<file path="src/design/sgcr_pkg.sv">
// Shared types, codes and helpers of the scaled glyph column renderer.
`default_nettype none

package sgcr_pkg;

  localparam logic [1:0] OP_LOAD_BITS = 2'd0;
  localparam logic [1:0] OP_LOAD_INFO = 2'd1;
  localparam logic [1:0] OP_DRAW      = 2'd2;

  localparam logic [1:0] CFG_POINT_SIZE  = 2'd0;
  localparam logic [1:0] CFG_CELL_WIDTH  = 2'd1;
  localparam logic [1:0] CFG_CELL_HEIGHT = 2'd2;
  localparam logic [1:0] CFG_INK_COLOR   = 2'd3;

  localparam logic [6:0]  RESET_POINT_SIZE  = 7'd16;
  localparam logic [5:0]  RESET_CELL_WIDTH  = 6'd16;
  localparam logic [5:0]  RESET_CELL_HEIGHT = 6'd16;
  localparam logic [15:0] RESET_INK_COLOR   = 16'd0;

  localparam logic [5:0] CELL_MAX = 6'd32;

  typedef enum logic [1:0] {
    KIND_BITS,
    KIND_INFO,
    KIND_DRAW
  } sgcr_kind_e;

  typedef struct packed {
    logic [1:0]  operation;
    logic [7:0]  char_code;
    logic [6:0]  byte_index;
    logic [7:0]  byte_value;
    logic [7:0]  advance_units;
    logic        present_flag;
    logic [11:0] origin_x;
    logic [11:0] origin_y;
    logic [5:0]  cell_column;
  } sgcr_in_t;

  typedef struct packed {
    logic        write_enable;
    logic [18:0] pixel_offset;
    logic [15:0] pixel_color;
    logic [13:0] char_advance;
    logic        last;
  } sgcr_out_t;

  typedef struct packed {
    logic [6:0]  point_size;
    logic [5:0]  font_cell_width;
    logic [5:0]  font_cell_height;
    logic [15:0] ink_color;
  } sgcr_cfg_t;

  typedef struct packed {
    sgcr_kind_e  kind;
    logic [7:0]  char_code;
    logic [6:0]  byte_index;
    logic [7:0]  byte_value;
    logic [7:0]  advance_units;
    logic        present_flag;
    logic        in_font;
    logic        col_ok;
    logic [6:0]  size;
    logic [5:0]  cw;
    logic [5:0]  qs;
    logic [6:0]  rs;
    logic [9:0]  pxch;
    logic [12:0] dy0;
    logic [18:0] dxh;
  } sgcr_entry_t;

  function automatic logic [5:0] sat_cell(input logic [5:0] v);
    logic [5:0] r;
    if (v == 6'd0) begin
      r = 6'd1;
    end else if (v > CELL_MAX) begin
      r = CELL_MAX;
    end else begin
      r = v;
    end
    return r;
  endfunction

endpackage

`default_nettype wire

</file>
<file path="src/design/sgcr_fifo.sv">
// Command queue between the front and back parts.
`default_nettype none

module sgcr_fifo #(
  parameter int unsigned DEPTH = 2
) (
  input  wire logic                 clk_i,
  input  wire logic                 rst_ni,
  input  wire logic                 push_i,
  input  wire sgcr_pkg::sgcr_entry_t entry_i,
  input  wire logic                 pop_i,
  output sgcr_pkg::sgcr_entry_t     entry_o,
  output logic                      full_o,
  output logic                      empty_o
);

  import sgcr_pkg::*;

  localparam int unsigned PW   = (DEPTH > 1) ? $clog2(DEPTH) : 1;
  localparam int unsigned CNTW = $clog2(DEPTH + 1);

  sgcr_entry_t     slots_q [DEPTH];
  logic [PW-1:0]   wr_q, rd_q;
  logic [CNTW-1:0] cnt_q;

  function automatic logic [PW-1:0] next_ptr(input logic [PW-1:0] p);
    logic [PW-1:0] r;
    if (p == PW'(DEPTH - 1)) begin
      r = '0;
    end else begin
      r = p + PW'(1);
    end
    return r;
  endfunction

  assign full_o  = cnt_q == CNTW'(DEPTH);
  assign empty_o = cnt_q == '0;
  assign entry_o = slots_q[rd_q];

  always_ff @(posedge clk_i or negedge rst_ni) begin
    if (!rst_ni) begin
      wr_q  <= '0;
      rd_q  <= '0;
      cnt_q <= '0;
    end else begin
      if (push_i) begin
        wr_q <= next_ptr(wr_q);
      end
      if (pop_i) begin
        rd_q <= next_ptr(rd_q);
      end
      case ({push_i, pop_i})
        2'b10:   cnt_q <= cnt_q + CNTW'(1);
        2'b01:   cnt_q <= cnt_q - CNTW'(1);
        default: cnt_q <= cnt_q;
      endcase
    end
  end

  always_ff @(posedge clk_i) begin
    if (push_i) begin
      slots_q[wr_q] <= entry_i;
    end
  end

endmodule

`default_nettype wire

</file>
<file path="config.mk">
export PLATFORM = sky130hd
export DESIGN_NAME = sgcr_fifo
export DESIGN_NICKNAME = d
export VERILOG_FILES = /design/src/design/sgcr_pkg.sv /design/src/design/sgcr_fifo.sv
export SDC_FILE = /design/constraint.sdc
export NUM_CORES = 1
export LEC_CHECK = 0
export ABC_AREA = 1
export BUFFER_PORTS_ARGS = -buffer_cell sky130_fd_sc_hd__buf_2
export CAP_MARGIN = 10
export CORE_MARGIN = 1
export CORE_UTILIZATION = 50
export CTS_BUF_LIST = sky130_fd_sc_hd__clkbuf_4 sky130_fd_sc_hd__clkbuf_8 sky130_fd_sc_hd__clkbuf_16
export DETAILED_ROUTE_END_ITERATION = 16
export PLACE_DENSITY = 0.88
export REMOVE_ABC_BUFFERS = 1
export SETUP_SLACK_MARGIN = 0.15
export SYNTH_ARGS = -nofsm -noshare
export SYNTH_HDL_FRONTEND = slang
export SYNTH_SLANG_ARGS = --single-unit
</file>
<file path="constraint.sdc">
create_clock -name clk_i -period 7.6 [get_ports clk_i]
set_input_delay 0.38 -clock clk_i [delete_from_list [all_inputs] [get_ports clk_i]]
set_output_delay 0.38 -clock clk_i [all_outputs]
set_load 0.1 [all_outputs]
</file>
# Yosys cells after proc, flatten, opt, wreduce, memory -nomap -nowiden
# Memories as Yosys holds them, arrays and structs flattened.
# Cells that the tools add are included.
# W data, S select, Z words.
op_classes:
  multipliers: 0
  shift: 0
  eq_ne: 3
  n_bitwise: 0
  n_mux: 5
  n_lt_le_gt_ge: 0
  reduce_logical: 2
  div_mod_pow: 0
  add_sub_neg: 4
op_table:
  columns: ["cell", "n"]
  rows:
  - ["$eq A2 B2 Y1 const B", 2]
  - ["$mux W1", 4]
  - ["$pmux W2 S2", 1]
  - ["$add A1 B1 Y1 const B", 2]
  - ["$add A2 B1 Y2 const B", 1]
  - ["$eq A2 B1 Y1 const B", 1]
  - ["$logic_not A2 Y1", 1]
  - ["$reduce_bool A2 Y1", 1]
  - ["$sub A2 B1 Y2 const B", 1]
word_totals:
  out_inout_bits: 106
  mem_bits_rw: 208
  elab_cells: 18
  romBits: 0
  memories: 1
  latch_bits: 0
  inputBits: 108
  ff_bits: 4
mem_list:
  columns: ["name", "words", "width", "rd", "rd_clocked_by_memory_dff", "write_ports", "line_no", "text"]
  rows:
  - ["slots_q", 2, 104, 1, 0, 1, "sgcr_fifo.sv:22", "sgcr_entry_t slots_q [DEPTH];"]

# Longest topological paths before layout
# Gate-level depths: netlist of run 1.
logic_depth:
  ltp_word: 2
  mapped_depth: 7

# Least setup slack after synthesis of run 1
# Ideal clock, no wire load.
synth_path:
  path_kind: "input port to flip-flop"
  from: "input push_i"
  to: "memory slots_q[0][0] (netlist name) (enable)"
  path_buffers: 0
  path_slack_ns: 2.234
  t_arrival_ns: 4.796
  t_required_ns: 7.029
  stages: 2
  setup_time_ns: 0.571
  path_cell_list: "inv_1 > nor2_1"
synth_via:
  elab_chain_cells: 2
synth_rtl:
  columns: ["item", "line_no", "text"]
  rows:
  - ["start: declaration", "sgcr_fifo.sv:9", "input wire logic push_i,"]
  - ["$mux W1", "sgcr_fifo.sv:61", "if (push_i) begin"]
  - ["$mux W1 (not written as such)", "sgcr_fifo.sv:62", "slots_q[wr_q] <= entry_i;"]
  - ["end: declaration", "sgcr_fifo.sv:22", null]
# No other way between the ends.

==> results of run 1 <==
-- path summary, 6_finish.rpt --
check	from	endpoint	cells past startpoint
max	rd_q	entry_o[80]	4
min reg2reg	cnt_q[1]	cnt_q[1]	2
max in group asynchronous	rst_ni	rd_q	2
max reg2reg	wr_q	slots_q[0][79]	3
min in group asynchronous	rst_ni	rd_q	2
min	entry_i[31]	slots_q[0][31]	1
-- metrics by stage --
step,hold WS (ns),cell area (sq um)
after global routing,0.0684,9750
final,0.0888,9750
after global placement,0.194,9120
after CTS,0.0687,9750
after floorplan,0.0844,7750
after detailed placement,0.197,9120
-- cell usage after synthesis (all sizes together) --
cell type | number | area, sq um
xnor2 | 1 | 8.76
nand4 | 1 | 6.26
nor2 | 3 | 11.3
ha | 1 | 12.5
edfxtp | 208 | 6250
nand2 | 109 | 409
o21ai | 104 | 521
buf | 23 | 139
inv | 110 | 413
xor2 | 2 | 17.5
dfrtp | 4 | 100
nand3 | 1 | 5.00
-- metal layers --
metal | vias up | wire length [um] | GRT usage, %
met5 | - | 0 | 0
met2 | 178 | 7210 | 31.0
met3 | 22 | 1020 | 3.85
met4 | 0 | 221 | 4.36
li1 | 2347 | - | -
met1 | 2163 | 5590 | 19.7
-- kinds of logic after synthesis --
logic type	after synthesis
DFF	212
buffers and inverters	133
and+or+nand+nor	114
AOI/OAI and AO/OA	104
xor gates and xnor gates	3
adders and majority gates	1
-- layout make-up --
cell class / instances / share of cell area [%]
repair buffers: 218 / 11.3
inverters: 110 / 4.26
well taps: 211 / 2.71
multi-input cells: 222 / 10.2
clock buffers: 25 / 5.70
clock inverters: 12 / 0.616
flip-flops and latches: 212 / 65.1
-- state kept, by name, indices dropped and copies added (netlist names) --
name,cells
slots_q,208
cnt_q,2
rd_q,1
wr_q,1
-- critical path: stages, from the launching register on --
cell and delay, ns:
dfrtp_4 1.00, buf_4 0.77, nand2_1 0.11, o21ai_0 0.13
buf_2 0.47
-- placed cells by master (no fill, tap or decap) --
| cell | count |
|---|---|
| nand4_1 | 1 |
| buf_2 | 213 |
| o21ai_0 | 102 |
| xnor2_1 | 1 |
| edfxtp_1 | 208 |
| buf_4 | 4 |
| inv_4 | 1 |
| o21ai_1 | 2 |
| clkinv_2 | 5 |
| dfrtp_4 | 1 |
| dfrtp_1 | 3 |
| clkinv_1 | 5 |
| xor2_1 | 2 |
| dlygate4sd3_1 | 1 |
| inv_1 | 109 |
| clkinvlp_4 | 1 |
| ha_1 | 1 |
| nand2_1 | 109 |
| nand3_1 | 1 |
| clkbuf_4 | 4 |
| clkbuf_16 | 21 |
| nor2_4 | 1 |
| clkinv_4 | 1 |
| nor2_1 | 2 |
-- what timing repair did --
action                    4_1_cts  5_1_grt
hold endpoints to repair        4        0
hold buffers                    1        0
setup buffers                   0        0
==> impl_metrics.ini, run 1 <==
[yosys]
synth_top_family_by_area = buffers and inverters
ys_seq_elements = 212
synthSimpleGateAreaFrac_pct = 5.47
yosys.area_share.xor_xnor_pct = 0.333
synthAdderAreaFrac_pct = 0.159
ys_types = 15
synth.avg_cell_area_sq_um = 13.9
ys_warn_count = 0
synth-compound-area-share_pct = 6.60
syn_area_sq_um = 7890
netlist_instances = 567
synthMuxAreaShare_pct = 0
ys_seq_area_share_pct = 80.4

[critical_path]
path_class = reg -> out
end_kind = primary output
required_ns = 7.22
cp.arrival_ns = 3.10
startpoint_type = flip-flop
ff2ff_setup_slack_ns = 5.38
critPathMaxFanout = 111

[sta]
period_minus_slack_ns = 3.48
max_slew_margin_pct = 35.9
layout_setup_ws_ns = 4.12
slew_violations = 0
max_freq_mhz = 288
hold_viol_final = 0
rsz0062_at_grt = false
setup_viol = 0
worstMarginPinSlew_ns = 0.961
skew_ns = 0.00482
period_share_pct = 45.7
fin_tns_setup_ns = 0

[finish]
multi_input_area_sq_um = 998
area_growth_pct = 23.6
drive_gt1_share_pct = 31.5
n_antenna_cell = 0
layout.cells.non_filler = 1010
layout.nets = 894
final-seq-area_sq_um = 6350
fill_cells = 1129
final_core_util_pct = 63.7

[clock_network]
numCtsBuffers = 21
h-tree-depth = 1
cts-root-buf = clkbuf_16
cts_resized = 0
cts_tree = yes
clock_sinks = 212
clkTransAtPathRegs_ns = 0.06
clk_path_buf_depth = 3
clk_latency_ns = 0.48

[placement]
pre_cts_ws_ns = 4.61
place_congestion = 0.680
port_buffers = 213
placedCellCount = 972
hpwl_mm = 9.19

[route]
vias = 4710
detail-route-antenna-nets = 0
avgViaCountPerCell = 4.66
drc = 0
dr.pass1.iters = 5
totalWireLength_mm = 14.0
routedWlPerCell_um = 13.9
drtIter0Drc = 302

[die]
dieWidth_um = 128
dieArea_sq_um = 16300
die_y_um = 128
start_util_pct = 51.5
design.core.area_sq_um = 15300
io_pins = 214
num_rows = 45

[global_route]
grt_use_total_pct = 16.8
grt_pass1_wl_mm = 21.3
grt_antenna_before_repair = 0
overflow = 0
grt_pass1_vias = 4479
grt_max_degree = 112

[run]
drv_cap = 0

[worst_hold_path]
hold_path.class = in -> reg

[run_status]
outcome = completed
Power of run 1 is not shown: default switching activity piles up to over one toggle a cycle in this logic, so the estimate is an artifact.
==> run 2, diff against run 1 <==
--- a/config.mk
+++ b/config.mk
@@ -5,7 +5,7 @@
 export SDC_FILE = /design/constraint.sdc
 export NUM_CORES = 1
 export LEC_CHECK = 0
-export ABC_AREA = 1
+export ABC_AREA = 0
 export BUFFER_PORTS_ARGS = -buffer_cell sky130_fd_sc_hd__buf_2
 export CAP_MARGIN = 10
 export CORE_MARGIN = 1
==> constraint.sdc (replaced) <==
create_clock -name clk_i -period 3.4 [get_ports clk_i]
set_input_delay 0.17 -clock clk_i [delete_from_list [all_inputs] [get_ports clk_i]]
set_output_delay 0.17 -clock clk_i [all_outputs]
set_load 0.1 [all_outputs]
==> run 2 against run 1 <==
  * Register-to-register slack worse by 3.8 ns
  * Count of clock-buffer cells in the layout is 3 higher
  * Global-route usage increased by 3.5 points
  * Setup slack got worse by 3.3 ns
  * First-iteration DRC count decreased by 36%
  * Critical endpoint is now entry_o[95]
==> impl_metrics.ini, run 2 <==
[run_status]
outcome = completed

[finish]
top_register = slots_q
reg.largest.list = slots_q: 208 flops, cnt_q: 2 flops
final_common_cell = buf_2
layout.nets = 785
fin_area_sq_um = 11000
layout_common_cells = buf_2, edfxtp_1, dlygate4sd3_1, mux2_2, mux2_4
area_growth_pct = 38.3
drive_gt1_share_pct = 52.2
fill_cells = 935
n_antenna_cell = 0
largest_reg_flops = 208

[sta]
setup_viol = 0
period_share_pct = 77.2
holdWs_ns = 0.0211
hold_viol_final = 0
skew_ns = 0.00605
slew_violations = 0
fin_tns_setup_ns = 0
layout_setup_ws_ns = 0.776
period_minus_slack_ns = 2.62
max_slew_margin_pct = 47.3
worstMarginPinSlew_ns = 0.791
max_freq_mhz = 381
rsz0062_at_grt = false

[critical_path]
critPathMaxStageDelay_ns = 0.93
timing.rr.end = slots_q[1][11]
critPathMaxFanout = 46
cp.arrival_ns = 2.45
required_ns = 3.23
cp_slowest_cell = dfrtp_4
crit_buf_inv = 2
end_kind = primary output
startpoint = rd_q
rr_worst_depth = 2
r2r_start = wr_q
path_class = reg -> out
cp_cell_sequence = buf_12 -> mux2_2 -> buf_2
crit_family = flip-flops
startpoint_type = flip-flop
ff2ff_setup_slack_ns = 1.54

[route]
totalWireLength_mm = 16.5
drtIter0Drc = 192
avgViaCountPerCell = 4.88
vias = 4408
routedWlPerCell_um = 18.3
dr.pass1.iters = 4
detail-route-antenna-nets = 0
drc = 0

[placement]
pre_cts_ws_ns = 1.31
place_congestion = 0.720
hpwl_mm = 9.16
place_area_sq_um = 9210
port_buffers = 213

[clock_network]
clkTransAtPathRegs_ns = 0.06
h-tree-depth = 1
clock_sinks = 212
cts-root-buf = clkbuf_16
clk_latency_ns = 0.49
post_cts.repair.setup_buffers = 0
cts_tree = yes
numCtsBuffers = 22
clk_path_buf_depth = 3

[global_route]
grt_pass1_wl_mm = 25.0
grt_max_degree = 105
grt_use_total_pct = 20.3
grt_pass1_vias = 4873
overflow = 0
grt_antenna_before_repair = 0

[die]
die_y_um = 128
num_rows = 45
design.core.area_sq_um = 15400
dieWidth_um = 128
dieArea_sq_um = 16400
io_pins = 214
start_util_pct = 51.7

[yosys]
syn_area_sq_um = 7940
synth_edf_count = 208
ys_seq_elements = 212
ys_types = 15
yosys-top-cells-area = edfxtp_1, mux2_4, mux2_2
yosysMostFrequentCell = edfxtp_1
ys_warn_count = 0
netlist_instances = 340
synth_top_cell_by_area = edfxtp_1
synth-async-reset-ratio_pct = 1.89
yosys_most_used_dff = edfxtp_1
synthTopCellsByCount = edfxtp_1, mux2_2, mux2_4, buf_12, buf_2
synth.avg_cell_area_sq_um = 23.4
synth_top_area_share_pct = 78.7
ys_seq_area_share_pct = 79.9

[run]
drv_cap = 0

[worst_hold_path]
hold_path.class = in -> async
==> run 2: changes by cell type in the layout (fill, tap and decap cells not counted), moves of 4 or more <==
| cell | before | now |
|---|---|---|
| buf_12 | 0 | 4 |
| buf_4 | 4 | 0 |
| dlygate4sd3_1 | 1 | 107 |
| inv_1 | 109 | 1 |
| mux2_2 | 0 | 54 |
| mux2_4 | 0 | 50 |
| nand2_1 | 109 | 0 |
| o21ai_0 | 102 | 0 |
==> run 2: cell type report <==
type | count | area, sq um | area share (%)
repair buffers | 324 | 2220 | 20.2
multi-input cells | 115 | 1450 | 13.2
inverters | 1 | 3.75 | 0.0342
well taps | 211 | 264 | 2.40
clock buffers | 28 | 613 | 5.58
clock inverters | 12 | 87.6 | 0.797
flip-flops and latches | 212 | 6350 | 57.8
==> run 2: metal layers <==
metal / vias up / track usage [%] / wire (um)
met1: 2169 / 21.5 / 6060
li1: 2025 / - / -
met3: 38 / 4.72 / 1040
met4: 0 / 7.13 / 449
met2: 176 / 38.9 / 8970
met5: - / 0 / 0
==> run 2: cell families after synthesis <==
family,Yosys count,synth area share [%]
flip-flops,212,79.9
multiplexers,104,17.1
buffers and inverters,13,1.95
XOR/XNOR,5,0.552
AND/OR/NAND/NOR,5,0.299
adder cells (fa/ha/maj),1,0.158
==> run 2: per-stage QoR <==
| stage | cells | utilization (%) |
|---|---|---|
| floorplan | 328 | - |
| CTS | 903 | 71.5 |
| detailed placement | 756 | 59.9 |
| global placement | 756 | 59.9 |
| finish | 903 | 71.5 |
| global route | 903 | 71.5 |
==> run 2: how the worst max path moves through the flow <==
stage	to	cells past startpoint
floorplan	slots_q[0][0]	1
global placement	entry_o[14]	3
detailed placement	entry_o[14]	3
CTS	entry_o[14]	3
global route	entry_o[95]	3
finish	entry_o[95]	3
==> run 2: what timing repair did <==
| item | CTS | global route |
|---|---|---|
| setup endpoints to repair | 0 | 0 |
| endpoints found under the hold margin | 214 | 0 |
| gates resized for setup | 0 | 0 |
| hold buffers | 107 | 0 |
Power of run 2 is left out for the same reason.
==> run 3, diff against run 2 <==
--- a/config.mk
+++ b/config.mk
@@ -5,14 +5,14 @@
 export SDC_FILE = /design/constraint.sdc
 export NUM_CORES = 1
 export LEC_CHECK = 0
-export ABC_AREA = 0
+export ABC_AREA = 1
 export BUFFER_PORTS_ARGS = -buffer_cell sky130_fd_sc_hd__buf_2
 export CAP_MARGIN = 10
 export CORE_MARGIN = 1
-export CORE_UTILIZATION = 50
+export CORE_UTILIZATION = 47
 export CTS_BUF_LIST = sky130_fd_sc_hd__clkbuf_4 sky130_fd_sc_hd__clkbuf_8 sky130_fd_sc_hd__clkbuf_16
 export DETAILED_ROUTE_END_ITERATION = 16
-export PLACE_DENSITY = 0.88
+export PLACE_DENSITY = 0.87
 export REMOVE_ABC_BUFFERS = 1
 export SETUP_SLACK_MARGIN = 0.15
 export SYNTH_ARGS = -nofsm -noshare
==> constraint.sdc (replaced) <==
create_clock -name clk_i -period 2.1 [get_ports clk_i]
set_input_delay 0.105 -clock clk_i [delete_from_list [all_inputs] [get_ports clk_i]]
set_output_delay 0.105 -clock clk_i [all_outputs]
set_load 0.1 [all_outputs]
==> run 3 against run 2 <==
  * Global-route usage rose by 1.8 points
  * Die area is 5.6% higher
  * Wire length is 20% higher
  * Register-to-register slack lost 0.92 ns
  * First-iteration DRC count rose by 120%
  * Final cell count rose by 25%
  * Clock skew increased by 0.0085 ns
  * Critical endpoint is now entry_o[23]
  * Highest routed layer unchanged
==> impl_metrics.ini, run 3 (same netlist as run 1, synthesis figures left out) <==
[critical_path]
cp_slowest_cell = dfrtp_4
startpoint_type = flip-flop
r2r_start = wr_q
path_class = reg -> out
ff2ff_setup_slack_ns = 0.62
critPathMaxStageDelay_ns = 0.56
cp_cell_sequence = buf_4 -> nand2_1 -> o21ai_1 -> clkbuf_8
timing.rr.end = slots_q[0][61]
required_ns = 2.00
cp.arrival_ns = 1.90
critPathMaxFanout = 21
end_kind = primary output
rr_worst_depth = 2
startpoint = rd_q
endpoint = entry_o[23]

[clock_network]
clkTransAtPathRegs_ns = 0.06
clk_path_buf_depth = 3
cts-root-buf = clkbuf_16
numCtsBuffers = 21
cts_tree = yes
h-tree-depth = 1
clock_sinks = 212
clk_latency_ns = 0.48

[run_status]
outcome = completed

[finish]
fill_cells = 866
drive_gt1_share_pct = 29.1
area_growth_pct = 54.9
layout_common_cells = edfxtp_1, inv_1, nand2_1, buf_2, dlygate4sd3_1
top_register = slots_q
reg.largest.list = slots_q: 208 flops, cnt_q: 2 flops
n_antenna_cell = 0
final_common_cell = edfxtp_1
layout.nets = 1007
fin_area_sq_um = 12200
largest_reg_flops = 208

[die]
dieArea_sq_um = 17300
die_y_um = 132
start_util_pct = 49.0
dieWidth_um = 132
io_pins = 214
design.core.area_sq_um = 16100
num_rows = 46

[placement]
pre_cts_ws_ns = 0.384
place_area_sq_um = 10100
port_buffers = 213
place_congestion = 0.753
hpwl_mm = 10.5

[sta]
fin_tns_setup_ns = 0
max_slew_margin_pct = 60.2
setup_viol = 0
slew_violations = 0
max_freq_mhz = 498
rsz0062_at_grt = true
period_share_pct = 95.5
layout_setup_ws_ns = 0.0939
skew_ns = 0.0145
worstMarginPinSlew_ns = 0.597
hold_viol_final = 0
period_minus_slack_ns = 2.01

[global_route]
overflow = 0
grt_pass1_vias = 5740
grt_use_total_pct = 22.1
grt.met1_usage_pct = 22.9
grt_antenna_before_repair = 0
grt_max_degree = 105
grtUsageMet2_pct = 44.2
grt_pass1_wl_mm = 29.5
top_usage_layer = met2
grt_use_met3_pct = 4.44

[worst_hold_path]
hold_path.class = in -> reg

[route]
dr.pass1.iters = 4
vias = 5453
drtIter0Drc = 413
detail-route-antenna-nets = 0
drc = 0
totalWireLength_mm = 19.9
avgViaCountPerCell = 4.83
routedWlPerCell_um = 17.6

[run]
drv_cap = 0
==> run 3: timing repair <==
action                     in CTS  in global routing
hold buffers                  108                  0
buffers inserted                2                  0
pin swaps                       0                  0
hold endpoints to repair      215                  0
gates resized for setup       129                 53
setup endpoints to repair      98                 91
==> run 3: per-layer routing <==
layer / wire length [um] / up-vias
met5: 0 / -
met4: 483 / 0
met3: 1250 / 40
met2: 11200 / 231
met1: 6950 / 2608
li1: - / 2574
==> run 3: critical path, delay by kind of cell (launching register included) <==
kind | cells | cell delay (ns)
DFF | 1 | 0.56
and+or+nand+nor | 1 | 0.08
buffers and inverters | 2 | 0.60
AOI/OAI and AO/OA | 1 | 0.16
==> run 3: how the worst min path moves through the flow <==
stage / slack, ns / to / startpoint / cells after the start
final: 0.34 / slots_q[0][44] / entry_i[44] / 2
after global routing: 0.34 / slots_q[1][29] / entry_i[29] / 2
after CTS: 0.32 / slots_q[1][48] / entry_i[48] / 2
after detailed placement: -0.08 / cnt_q[1] / rst_ni / 1
after global placement: -0.08 / cnt_q[1] / rst_ni / 1
after floorplan: -0.19 / cnt_q[0] / rst_ni / 0
==> run 3: layout make-up <==
cell class	instances	area, sq um	share of cell area (%)
clock buffer	30	599	4.91
clock inverter	8	95.1	0.778
inverter	110	415	3.40
multi-input combinational	222	1010	8.30
sequential	212	6350	52.0
tap	216	270	2.21
timing repair buffer	331	3470	28.4
==> run 3: metrics by stage <==
| stage | hold slack [ns] | cells | utilization (%) |
|---|---|---|---|
| 2_1_floorplan | -0.191 | 544 | - |
| 3_3_place_gp | -0.0786 | 981 | 62.8 |
| 3_5_place_dp | -0.0785 | 981 | 62.8 |
| 4_1_cts | 0.322 | 1129 | 75.0 |
| 5_1_grt | 0.339 | 1129 | 75.8 |
| 6_report | 0.341 | 1129 | 75.8 |
Power of run 3 is left out for the same reason.
