## config.mk

```make
export PLATFORM = sky130hd
export DESIGN_NAME = sgcr_front
export DESIGN_NICKNAME = d
export VERILOG_FILES = /design/src/design/sgcr_pkg.sv /design/src/design/sgcr_div.sv /design/src/design/sgcr_front.sv
export SDC_FILE = /design/constraint.sdc
export NUM_CORES = 1
export LEC_CHECK = 0
export BUFFER_PORTS_ARGS = -buffer_cell sky130_fd_sc_hd__buf_2
export CAP_MARGIN = 20
export CORE_ASPECT_RATIO = 0.6
export CORE_MARGIN = 4
export CORE_UTILIZATION = 50
export DETAILED_ROUTE_END_ITERATION = 12
export PLACE_DENSITY = 0.82
export SLEW_MARGIN = 0
export SYNTH_ARGS = -nofsm -noshare
export SYNTH_HDL_FRONTEND = slang
export SYNTH_HIERARCHICAL = 1
export SYNTH_SLANG_ARGS = --single-unit
```

## constraint.sdc

```tcl
create_clock -name clk_i -period 19.1 [get_ports clk_i]
set_input_delay 0.955 -clock clk_i [delete_from_list [all_inputs] [get_ports clk_i]]
set_output_delay 0.955 -clock clk_i [all_outputs]
set_load 0.05 [all_outputs]
```

## src/design/sgcr_pkg.sv

```systemverilog
// Shared types, codes and helpers of the scaled glyph column renderer.
`default_nettype none

package sgcr_pkg;

  localparam logic [1:0] OP_LOAD_BITS = 2'd0;
  localparam logic [1:0] OP_LOAD_INFO = 2'd1;
  localparam logic [1:0] OP_DRAW      = 2'd2;

  localparam logic [1:0] CFG_POINT_SIZE  = 2'd0;
  localparam logic [1:0] CFG_CELL_WIDTH  = 2'd1;
  localparam logic [1:0] CFG_CELL_HEIGHT = 2'd2;
  localparam logic [1:0] CFG_INK_COLOR   = 2'd3;

  localparam logic [6:0]  RESET_POINT_SIZE  = 7'd16;
  localparam logic [5:0]  RESET_CELL_WIDTH  = 6'd16;
  localparam logic [5:0]  RESET_CELL_HEIGHT = 6'd16;
  localparam logic [15:0] RESET_INK_COLOR   = 16'd0;

  localparam logic [5:0] CELL_MAX = 6'd32;

  typedef enum logic [1:0] {
    KIND_BITS,
    KIND_INFO,
    KIND_DRAW
  } sgcr_kind_e;

  typedef struct packed {
    logic [1:0]  operation;
    logic [7:0]  char_code;
    logic [6:0]  byte_index;
    logic [7:0]  byte_value;
    logic [7:0]  advance_units;
    logic        present_flag;
    logic [11:0] origin_x;
    logic [11:0] origin_y;
    logic [5:0]  cell_column;
  } sgcr_in_t;

  typedef struct packed {
    logic        write_enable;
    logic [18:0] pixel_offset;
    logic [15:0] pixel_color;
    logic [13:0] char_advance;
    logic        last;
  } sgcr_out_t;

  typedef struct packed {
    logic [6:0]  point_size;
    logic [5:0]  font_cell_width;
    logic [5:0]  font_cell_height;
    logic [15:0] ink_color;
  } sgcr_cfg_t;

  typedef struct packed {
    sgcr_kind_e  kind;
    logic [7:0]  char_code;
    logic [6:0]  byte_index;
    logic [7:0]  byte_value;
    logic [7:0]  advance_units;
    logic        present_flag;
    logic        in_font;
    logic        col_ok;
    logic [6:0]  size;
    logic [5:0]  cw;
    logic [5:0]  qs;
    logic [6:0]  rs;
    logic [9:0]  pxch;
    logic [12:0] dy0;
    logic [18:0] dxh;
  } sgcr_entry_t;

  function automatic logic [5:0] sat_cell(input logic [5:0] v);
    logic [5:0] r;
    if (v == 6'd0) begin
      r = 6'd1;
    end else if (v > CELL_MAX) begin
      r = CELL_MAX;
    end else begin
      r = v;
    end
    return r;
  endfunction

endpackage

`default_nettype wire

```

## src/design/sgcr_div.sv

```systemverilog
// Iterative restoring divider, one quotient bit per cycle.
`default_nettype none

module sgcr_div #(
  parameter int unsigned NW = 12,
  parameter int unsigned DW = 7
) (
  input  wire logic          clk_i,
  input  wire logic          rst_ni,
  input  wire logic          start_i,
  input  wire logic [NW-1:0] dividend_i,
  input  wire logic [DW-1:0] divisor_i,
  output logic               done_o,
  output logic      [NW-1:0] quotient_o,
  output logic      [DW-1:0] remainder_o
);

  localparam int unsigned CNW = $clog2(NW);

  logic           busy_q, done_q;
  logic [CNW-1:0] cnt_q;
  logic [NW-1:0]  dq_q;
  logic [DW-1:0]  rem_q, dsr_q;
  logic [DW:0]    shifted, diff;
  logic           ge;

  always_comb begin
    shifted = {rem_q, dq_q[NW-1]};
    ge      = shifted >= {1'b0, dsr_q};
    diff    = shifted - {1'b0, dsr_q};
  end

  always_ff @(posedge clk_i or negedge rst_ni) begin
    if (!rst_ni) begin
      busy_q <= 1'b0;
      done_q <= 1'b0;
      cnt_q  <= '0;
    end else if (start_i) begin
      busy_q <= 1'b1;
      done_q <= 1'b0;
      cnt_q  <= CNW'(NW - 1);
    end else if (busy_q) begin
      if (cnt_q == '0) begin
        busy_q <= 1'b0;
        done_q <= 1'b1;
      end else begin
        cnt_q <= cnt_q - CNW'(1);
      end
    end else begin
      done_q <= 1'b0;
    end
  end

  always_ff @(posedge clk_i) begin
    if (start_i) begin
      dq_q  <= dividend_i;
      rem_q <= '0;
      dsr_q <= divisor_i;
    end else if (busy_q) begin
      dq_q  <= {dq_q[NW-2:0], ge};
      rem_q <= ge ? diff[DW-1:0] : shifted[DW-1:0];
    end
  end

  assign done_o      = done_q;
  assign quotient_o  = dq_q;
  assign remainder_o = rem_q;

endmodule

`default_nettype wire

```

## src/design/sgcr_front.sv

```systemverilog
// Front part: accepts transactions, drops unused ones, prepares draw commands.
`default_nettype none

module sgcr_front #(
  parameter int unsigned GLYPH_COUNT    = 128,
  parameter int unsigned GLYPH_BYTES    = 128,
  parameter int unsigned MAX_POINT_SIZE = 64,
  parameter int unsigned SCREEN_WIDTH   = 800,
  parameter int unsigned SCREEN_HEIGHT  = 480
) (
  input  wire logic                  clk_i,
  input  wire logic                  rst_ni,
  input  wire logic                  in_valid_i,
  output logic                       in_stall_o,
  input  wire sgcr_pkg::sgcr_in_t    in_data_i,
  input  wire sgcr_pkg::sgcr_cfg_t   cfg_i,
  input  wire logic                  full_i,
  output logic                       push_o,
  output sgcr_pkg::sgcr_entry_t      entry_o
);

  import sgcr_pkg::*;

  localparam logic [1:0] F_IDLE = 2'd0;
  localparam logic [1:0] F_PX   = 2'd1;
  localparam logic [1:0] F_CH   = 2'd2;
  localparam logic [1:0] F_PUSH = 2'd3;

  logic [1:0]  state_q, state_d;
  logic        acc, is_draw, code_ok, byte_ok;
  logic [6:0]  size_c;
  logic [5:0]  cw_c, ch_c;
  logic [12:0] dx_c;
  sgcr_entry_t load_entry, draw_entry;

  logic        div_start, div_done;
  logic [11:0] div_dvd, div_quo;
  logic [6:0]  div_dsr, div_rem;

  logic [7:0]  code_q;
  logic        in_font_q, col_ok_q;
  logic [6:0]  size_q, rs_q;
  logic [5:0]  cw_q, ch_q, qs_q;
  logic [12:0] dx_q, dy0_q;
  logic [18:0] dxh_q;
  logic [4:0]  px_q;
  logic [9:0]  pxch_q;

  always_comb begin
    if (cfg_i.point_size == 7'd0) begin
      size_c = 7'd1;
    end else if (32'(cfg_i.point_size) > MAX_POINT_SIZE) begin
      size_c = 7'(MAX_POINT_SIZE);
    end else begin
      size_c = cfg_i.point_size;
    end
    cw_c = sat_cell(cfg_i.font_cell_width);
    ch_c = sat_cell(cfg_i.font_cell_height);
    dx_c = 13'(in_data_i.origin_x) + 13'(in_data_i.cell_column);
  end

  assign in_stall_o = (state_q != F_IDLE) || full_i;
  assign acc        = in_valid_i && !in_stall_o;
  assign is_draw    = in_data_i.operation == OP_DRAW;
  assign code_ok    = 32'(in_data_i.char_code) < GLYPH_COUNT;
  assign byte_ok    = 32'(in_data_i.byte_index) < GLYPH_BYTES;

  always_comb begin
    load_entry               = '0;
    load_entry.kind          = (in_data_i.operation == OP_LOAD_BITS) ? KIND_BITS : KIND_INFO;
    load_entry.char_code     = in_data_i.char_code;
    load_entry.byte_index    = in_data_i.byte_index;
    load_entry.byte_value    = in_data_i.byte_value;
    load_entry.advance_units = in_data_i.advance_units;
    load_entry.present_flag  = in_data_i.present_flag;

    draw_entry           = '0;
    draw_entry.kind      = KIND_DRAW;
    draw_entry.char_code = code_q;
    draw_entry.in_font   = in_font_q;
    draw_entry.col_ok    = col_ok_q;
    draw_entry.size      = size_q;
    draw_entry.cw        = cw_q;
    draw_entry.qs        = qs_q;
    draw_entry.rs        = rs_q;
    draw_entry.pxch      = pxch_q;
    draw_entry.dy0       = dy0_q;
    draw_entry.dxh       = dxh_q;
  end

  always_comb begin
    push_o = 1'b0;
    if (state_q == F_PUSH) begin
      push_o = !full_i;
    end else if (acc) begin
      push_o = ((in_data_i.operation == OP_LOAD_BITS) && code_ok && byte_ok) ||
               ((in_data_i.operation == OP_LOAD_INFO) && code_ok);
    end
    entry_o = (state_q == F_PUSH) ? draw_entry : load_entry;
  end

  assign div_start = (acc && is_draw) || ((state_q == F_PX) && div_done);
  assign div_dvd   = (state_q == F_IDLE) ? (12'(in_data_i.cell_column) * 12'(cw_c))
                                         : 12'(ch_q);
  assign div_dsr   = (state_q == F_IDLE) ? size_c : size_q;

  sgcr_div #(
    .NW(12),
    .DW(7)
  ) u_div (
    .clk_i       (clk_i),
    .rst_ni      (rst_ni),
    .start_i     (div_start),
    .dividend_i  (div_dvd),
    .divisor_i   (div_dsr),
    .done_o      (div_done),
    .quotient_o  (div_quo),
    .remainder_o (div_rem)
  );

  always_comb begin
    state_d = state_q;
    case (state_q)
      F_IDLE: if (acc && is_draw) state_d = F_PX;
      F_PX:   if (div_done) state_d = F_CH;
      F_CH:   if (div_done) state_d = F_PUSH;
      F_PUSH: if (!full_i) state_d = F_IDLE;
      default: state_d = F_IDLE;
    endcase
  end

  always_ff @(posedge clk_i or negedge rst_ni) begin
    if (!rst_ni) begin
      state_q <= F_IDLE;
    end else begin
      state_q <= state_d;
    end
  end

  always_ff @(posedge clk_i) begin
    if (acc && is_draw) begin
      code_q    <= in_data_i.char_code;
      in_font_q <= !in_data_i.char_code[7] && code_ok;
      col_ok_q  <= ({1'b0, in_data_i.cell_column} < size_c) && (32'(dx_c) < SCREEN_WIDTH);
      size_q    <= size_c;
      cw_q      <= cw_c;
      ch_q      <= ch_c;
      dx_q      <= dx_c;
      dy0_q     <= 13'(in_data_i.origin_y) + 13'(size_c);
    end
    if (state_q == F_PX) begin
      dxh_q <= 19'(32'(dx_q) * SCREEN_HEIGHT);
      if (div_done) begin
        px_q <= div_quo[4:0];
      end
    end
    if (state_q == F_CH) begin
      pxch_q <= 10'(11'(px_q) * 11'(ch_q));
      if (div_done) begin
        qs_q <= div_quo[5:0];
        rs_q <= div_rem;
      end
    end
  end

endmodule

`default_nettype wire

```

# Word level (Yosys, flattened, before mapping)
# Index checks and enable logic that the tools add are counted.
# totals
latch_bits,0
mem_count,0
mem_bits_rw,0
inputBits,103
output_inout_bits,106
register_bits,131
elab_cells,100
romBits,0
# classes
div_mod_pow,0
n_eq_ne,11
reduce_logical,26
bitwise,0
muxes,28
shift,0
mul,3
addsub,4
order_cmp,7
# op_table
op,count
$mux W104,1
$mux W12,3
$mux W7,4
$mux W6,3
$mul A13 B4 Y14 const B,1
$add A12 B6 Y13,1
$add A12 B7 Y13,1
$lt A13 B10 Y1 const B,1
$gt A6 B6 Y1 const B,2
$logic_not A6 Y1,2
$mul A6 B6 Y12,1
$mux W4,3
$mul A5 B6 Y10,1
$mux W1,9
$ge A8 B7 Y1,1
$lt A8 B8 Y1 const B,1
$mux W2,4
$pmux W2 S4,1
$gt A7 B7 Y1 const B,1
$logic_and A1 B1 Y1,7
$logic_not A7 Y1,1
$lt A6 B7 Y1,1
$sub A7 B7 Y7,1
$eq A2 B2 Y1 const B,3
13 further kinds,25

# Longest topological paths before layout
# Gate-level depths: netlist (run 1).
# depth
ltp_word,8
ltp_mapped,17

# Cells and area by module
# Netlist (run 1), hierarchy kept.
# modules_own_cells
mod,n_inst,area_per_inst_um2,cells_per_inst,seq_area_each_um2
sgcr_front,1,7798.7,709,2962.8
sgcr_div,1,1881.8,168,860.8

# Least setup slack after synthesis (run 1)
# OpenSTA, ideal clock, no wires.
# synth_path
path_kind,input to register
start,in full_i
end,"reg u_div.dq_q[10], in the netlist u_div/quotient_o[10] (data pin)"
slack_ns,12.073
cell_stages,6
arrival_time_ns,6.767
n_path_buf,2
setup_time_ns,0.260
cell_sequence,nand2b_1 > nor3_1 > or2_2 > buf_2 > clkbuf_1 > mux2_2
# synth_between
elab_chain_len,6
# synth_rtl
item,line,text
"start, declared",sgcr_front.sv:17,"input wire logic full_i,"
$logic_or A1 B1 Y1,sgcr_front.sv:62,assign in_stall_o = (state_q != F_IDLE) || full_i;
$logic_not A1 Y1,sgcr_front.sv:63,assign acc = in_valid_i && !in_stall_o;
$logic_and A1 B1 Y1,sgcr_front.sv:63,
$logic_and A1 B1 Y1,sgcr_front.sv:102,assign div_start = (acc && is_draw) || ((state_q == F_PX) && div_done);
$logic_or A1 B1 Y1,sgcr_front.sv:102,
named net div_start,sgcr_front.sv:36,"logic div_start, div_done;"
$mux W12,sgcr_div.sv:55,if (start_i) begin
"end signal, assigned",sgcr_div.sv:56,dq_q <= dividend_i;
"end signal, assigned",sgcr_div.sv:60,"dq_q <= {dq_q[NW-2:0], ge};"
"end, declared",sgcr_div.sv:22,logic [NW-1:0] dq_q;
# The timed path passes the listed nets, and every way through them passes these cells.
# A chain may end at the register's enable or synchronous reset.

# Worst setup path in the final report (run 1)
# layout_path
start,in cfg_i[23] in the netlist's numbering
end,"reg u_div.dq_q[11], in the netlist u_div/quotient_o[11] (data pin)"
# layout_between
elab_chain_len,6
# layout_rtl
item,line,text
"start, declared",sgcr_front.sv:16,"input wire sgcr_pkg::sgcr_cfg_t cfg_i,"
$gt A6 B6 Y1,sgcr_pkg.sv:77,end else if (v > CELL_MAX) begin
$mux W6,sgcr_pkg.sv:77,
$mux W6 (*),sgcr_pkg.sv:75,if (v == 6'd0) begin
named net cw_c[0],sgcr_front.sv:32,"logic [5:0] cw_c, ch_c;"
$mul A6 B6 Y12 (*),sgcr_front.sv:103,assign div_dvd = (state_q == F_IDLE) ? (12'(in_data_i.cell_column) * 12'(cw_c))
$mux W12 (*),sgcr_front.sv:103,
named net div_dvd[11],sgcr_front.sv:37,"logic [11:0] div_dvd, div_quo;"
$mux W12 (*),sgcr_div.sv:55,
# The timed path passes the listed nets; every way through them passes the cells marked *.

==> results.json, run 1 <==
{
  "clk_latency_ps": 420,
  "grt_start_max_net_pins": 58,
  "areaGrowthSynthToFinish_pct": 17.6,
  "setup_violations": 0,
  "met1_usage": 0.300,
  "critPathLaunchType": "primary input",
  "synth_cell_type_count": 72,
  "crit_fanout": 6,
  "power_density_mw_per_mm2": 124,
  "ios": 209,
  "die_h_um": 116,
  "clock_sinks": 131,
  "grt_pass1_vias": 7068,
  "dieArea_mm2": 0.0217,
  "synth_edf_count": 116,
  "seq_area_frac_synth": 0.395,
  "synth_most_common_cell": "edfxtp_1",
  "cts-root-buf": "clkbuf_16",
  "status": "complete, no violations",
  "die_w_um": 188,
  "hold_violations": 0,
  "drt_iter0_drc": 456,
  "setup_tns_ps": 0,
  "avgSynthCellArea_um2": 11.0,
  "cts_htree_levels": 4,
  "fin_crit_ps": 5200,
  "avgViaCountPerCell": 5.42,
  "place_hpwl_um": 17500,
  "maxCapViolCount": 0,
  "crit_chain": "buf_2 -> nor4_1 -> nor2_1 -> nor2_1 -> and2_1 -> fa_1 -> inv_1 -> fa_1 -> fa_1 -> inv_1 -> ha_1 -> a21o_1 -> a21oi_1 -> o21ai_0 -> o41ai_1 -> xnor2_1 -> nor2_1 -> mux2_2",
  "period_share": 0.272,
  "synth_top_area_frac": 0.360,
  "syn_inst": 877,
  "hold_class": "in -> async",
  "synth-seq-cells": 131,
  "drc_errors": 0,
  "synth_top_cell_by_area": "edfxtp_1",
  "grt_pass1_wl_um": 36600,
  "slew_violations": 0,
  "post_cts_buffers": 0,
  "drive_above_1_share": 0.256,
  "arrival_ps": 5360,
  "async_reset_ff_frac": 0.0611,
  "cp-startpoint": "cfg_i[23]",
  "clk_pin_slew_ps": 60,
  "synth_common_cells": "edfxtp_1, and2_1, ha_1",
  "synth_area_mm2": 0.00968,
  "cts-resized-gates": 0,
  "rsz0062_at_grt": "false",
  "busiest_layer": "met2",
  "cp_slowest_cell": "fa_1",
  "grt_util_met2": 0.336,
  "vdd_drop_max_mv": 0.0600,
  "design.core.area_mm2": 0.0190,
  "final_util": 0.598,
  "drtAntennaViolNets": 0,
  "cp_slowest_stage_delay_ps": 540,
  "avgRoutedWirePerCell_um": 17.3,
  "routed_wl_um": 22800,
  "numCtsBuffers": 17,
  "fmax_mhz": 192,
  "nNetsFinal": 1295,
  "drtPass1Iterations": 5,
  "fin_skew_ps": 15.1,
  "rr_worst_depth": 10,
  "crit_type": "in -> reg",
  "antenna_found_initial": 1,
  "vias": 7137,
  "reg2reg_from": "ch_q[0]",
  "holdBufCountCts": 0,
  "tightest_slew_ps": 856,
  "clock_path_buffers": 2,
  "port_buffers": 187,
  "yosys_warnings": 6,
  "grtUsageMet3": 0.0530,
  "relSlewSlack": 0.429,
  "synthTopCellsByArea": "edfxtp_1, ha_1, fa_1",
  "cts_tree": "built",
  "grt.overflow.total": 0,
  "initial_core_util": 0.509,
  "place_congestion": 0.896,
  "critical_path_required_ps": 19260,
  "endpoint_kind": "flop",
  "synth_ff_type": "edfxtp_1",
  "p_leak_nw": 5.17,
  "rows": 39,
  "grt_usage": 0.214
}
==> layer usage <==
metal | up-vias | wire length (um)
met2 | 282 | 9960
met4 | 2 | 400
met3 | 29 | 1670
met1 | 3438 | 10700
li1 | 3386 | -
met5 | - | 13
==> final timing paths <==
path                                         to  slack (ps)
hold reg to reg                         rs_q[6]         480
setup reg to reg                      pxch_q[9]       15370
max in group asynchronous        u_div/cnt_q[0]       18560
hold / removal                     u_div/busy_q         370
setup / recovery           u_div/quotient_o[11]       13900
min in group clk_i                      rs_q[6]         480
==> cell families (layout without fill, tap and decap cells) <==
kind of cell | after synthesis | in the layout | synth area share
compound gates | 115 | 115 | 0.0854
mux | 32 | 32 | 0.0371
other cells | 1 | 6 | 0.000387
fa+ha+maj | 134 | 134 | 0.213
simple gates | 310 | 310 | 0.178
xor+xnor | 53 | 53 | 0.0480
flops | 131 | 131 | 0.395
buf+inv | 101 | 291 | 0.0433
==> sequential cells by signal, indices dropped and copies added (netlist names), 2 cells and up <==
register,flops
ch_q,6
code_q,8
cw_q,6
dx_q,13
dxh_q,14
dy0_q,13
px_q,5
pxch_q,10
qs_q,6
rs_q,7
size_q,7
state_q,2
u_div/cnt_q,4
u_div/dsr_q,7
u_div/quotient_o,12
u_div/remainder_o,7
==> power by group <==
| group | internal (mW) | total [mW] | switching (mW) | leakage, nW |
|---|---|---|---|---|
| clock | 0.183 | 0.321 | 0.138 | 0.263 |
| sequential | 0.392 | 0.428 | 0.0359 | 1.22 |
| combinational | 0.215 | 0.668 | 0.452 | 3.68 |
==> layout make-up <==
cell class | instances | area [um2]
tap | 246 | 308
clock buffer | 18 | 429
antenna | 1 | 2.50
fill | 1597 | 7650
timing repair buffer | 190 | 958
inverter | 69 | 259
clock inverter | 14 | 140
sequential | 131 | 3820
multi-input combinational | 649 | 5460
==> placed cells by master, fill, tap and decap left out, types with 17 or more instances in the layout <==
cell type / n
fa_1: 51
ha_1: 82
o21ai_0: 17
inv_1: 69
clkbuf_16: 17
nor2b_1: 37
nand2_1: 55
and2_1: 114
a21oi_1: 25
mux2_2: 31
xnor2_1: 38
buf_2: 187
edfxtp_1: 116
nor2_1: 47
==> per-stage QoR <==
step | cells | cell area [um2] | total power [mW] | hold WS [ps] | setup WS (ps)
2_1_floorplan | 881 | 9700 | 0.946 | 422 | 12070
3_3_place_gp | 1285 | 10800 | 1.08 | 463 | 13690
3_5_place_dp | 1285 | 10800 | 1.10 | 463 | 13580
4_1_cts | 1317 | 11400 | 1.42 | 359 | 13940
5_1_grt | 1317 | 11400 | 1.50 | 364 | 13620
6_report | 1318 | 11400 | 1.42 | 368 | 13900
==> critical path: cells and delay by family <==
family,cells,cell delay [ps]
adder cells (fa/ha/maj),4,1720
AND/OR/NAND/NOR,5,1040
XOR/XNOR,1,200
multiplexers,1,250
AO/OA/AOI/OAI,4,960
buffers and inverters,3,220
(Power assumes the default switching activity.)
==> run 2, diff against run 1 <==
--- a/config.mk
+++ b/config.mk
@@ -11,7 +11,7 @@
 export CORE_MARGIN = 4
 export CORE_UTILIZATION = 50
 export DETAILED_ROUTE_END_ITERATION = 12
-export PLACE_DENSITY = 0.82
+export PLACE_DENSITY = 0.85
 export SLEW_MARGIN = 0
 export SYNTH_ARGS = -nofsm -noshare
 export SYNTH_HDL_FRONTEND = slang
==> constraint.sdc (replaced) <==
create_clock -name clk_i -period 4.3 [get_ports clk_i]
set_input_delay 0.215 -clock clk_i [delete_from_list [all_inputs] [get_ports clk_i]]
set_output_delay 0.215 -clock clk_i [all_outputs]
set_load 0.05 [all_outputs]
==> run 2 against run 1 <==
Against the previous run:
- cell area rose by 2.1%
- first-iteration DRC count fell by 14%
- sequential power rose to 4.5 times the previous value
- clock power rose to 4.6 times the previous value
- non-clock buffer count rose by 23
- utilization rose by 1.3 points
- combinational power rose to 4.5 times the previous value
- via count rose by 0.31%
- setup slack got worse by 14000 ps
- cell count rose by 1.7%
- register-to-register slack got worse by 15000 ps
==> results.json, run 2 (synthesized netlist as in run 1, its figures left out) <==
{
  "cts_tree": "built",
  "cp_slowest_stage_delay_ps": 420,
  "die_w_um": 188,
  "initial_core_util": 0.509,
  "path_delay_family": "adder cells",
  "fin_crit_ps": 4010,
  "place_hpwl_um": 17600,
  "rsz0062_at_grt": "false",
  "dpl_cell_area_mm2": 0.0109,
  "rows": 39,
  "vias": 7159,
  "drtAntennaViolNets": 0,
  "design.core.area_mm2": 0.0190,
  "hold_class": "in -> reg",
  "slew_violations": 0,
  "port_buffers": 187,
  "p_leak_nw": 5.31,
  "dieArea_mm2": 0.0217,
  "vdd_drop_max_mv": 0.320,
  "crit_type": "in -> reg",
  "routed_wl_um": 22800,
  "numCtsBuffers": 17,
  "critical_path_required_ps": 4460,
  "drtPass1Iterations": 5,
  "clk_latency_ps": 420,
  "rr_worst_depth": 10,
  "grt.overflow.total": 0,
  "ios": 209,
  "reg2reg_to": "pxch_q[9]",
  "clk_pin_slew_ps": 60,
  "crit_chain": "buf_2 -> nor4_1 -> nor2_1 -> nor2_1 -> buf_4 -> buf_4 -> and2_1 -> fa_1 -> ha_1 -> ha_1 -> ha_1 -> fa_1 -> a21o_1 -> a21oi_1 -> o21ai_0 -> o41ai_2 -> xnor2_1 -> nor2_1 -> mux2_2",
  "grt_usage": 0.213,
  "ff2ff_setup_slack_ps": 670,
  "status": "complete, no violations",
  "clock_sinks": 131,
  "design_area_mm2": 0.0116,
  "crit_fanout": 4,
  "cts_htree_levels": 4,
  "period_share": 0.933,
  "final_common_cell": "buf_2",
  "min_delay_path_depth": 1,
  "setup_violations": 0,
  "cts-root-buf": "clkbuf_16",
  "drc_errors": 0,
  "final_cell_mix": "buf_2, edfxtp_1, and2_1",
  "grt_start_max_net_pins": 103,
  "die_h_um": 116,
  "reg2reg_from": "ch_q[1]",
  "num_antenna_cells": 0,
  "pre_cts_slack_ps": -213,
  "power_density_mw_per_mm2": 549,
  "maxCapViolCount": 0,
  "grt_pass1_wl_um": 36700,
  "tightest_slew_ps": 914,
  "areaGrowthSynthToFinish_pct": 20.1,
  "avgRoutedWirePerCell_um": 17.0,
  "critical_path_buf_inv_count": 3,
  "total_power_mw": 6.38,
  "fin_skew_ps": 14.4,
  "largest_reg_flops": 14,
  "cp_slowest_cell": "fa_1",
  "drive_above_1_share": 0.265,
  "place_congestion": 0.883,
  "hold_violations": 0,
  "holdCritStartpoint": "cfg_i[27]",
  "crit_cells": 19,
  "setup_slack_ps": 289,
  "top_register": "dxh_q",
  "nNetsFinal": 1318,
  "relSlewSlack": 0.391,
  "critPathLaunchType": "primary input",
  "antenna_found_initial": 0,
  "endpoint_kind": "flop",
  "grt_pass1_vias": 7155,
  "hold-path-endpoint": "cw_q[5]",
  "arrival_ps": 4170,
  "top_regs": "dxh_q (14), dx_q (13), dy0_q (13)",
  "avgViaCountPerCell": 5.34,
  "drt_iter0_drc": 394,
  "fmax_mhz": 249,
  "clock_path_buffers": 2,
  "final_util": 0.611
}
run 2: cell count changes in the layout (fill, tap and decap cells not counted), moves of 3 or more:
cell	delta
buf_4	+15
dlygate4sd3_1	+8
clkinv_4	+4
clkinvlp_4	-3
inv_6	-3
run 2: layout make-up:
type / count / area [um2]
flip-flops and latches: 131 / 3820
multi-input cells: 649 / 5480
well taps: 246 / 308
inverters: 69 / 259
clock buffers: 17 / 425
fillers: 1536 / 7410
repair buffers: 213 / 1150
clock inverters: 15 / 171
run 2: repair_timing:
item / 4_1_cts / 5_1_grt
endpoints found under the hold margin: 15 / 0
setup buffers: 0 / 0
endpoints found under the setup margin: 0 / 1
hold buffers: 8 / 0
gates resized for setup: 0 / 1
run 2: where the power goes:
group,leakage (nW),internal [mW],switching (mW)
Combinational,3.81,0.978,2.01
Sequential,1.22,1.74,0.165
Clock,0.286,0.870,0.611
run 2: worst max path at each step:
stage,slack (ps),end,from
floorplan,120,u_div/quotient_o[11],cfg_i[23]
finish,290,u_div/quotient_o[11],cfg_i[23]
CTS,210,u_div/quotient_o[11],cfg_i[23]
detailed placement,-210,u_div/quotient_o[11],cfg_i[23]
global placement,-70,u_div/quotient_o[11],cfg_i[23]
global route,40,u_div/quotient_o[11],cfg_i[23]
run 2: metal layers:
metal	up-vias	GRT usage	wire [um]
met2	306	0.340	10100
met5	-	0	0
li1	3433	-	-
met1	3402	0.297	10700
met4	0	0.0499	269
met3	18	0.0542	1700
run 2: stage by stage:
stage	TNS (ps)	hold WS, ps	std cells
3_3_place_gp	-69.4	65.2	1300
2_1_floorplan	0	-80.6	881
6_report	0	37.5	1340
5_1_grt	0	24.0	1340
3_5_place_dp	-242	62.6	1300
4_1_cts	0	22.8	1340
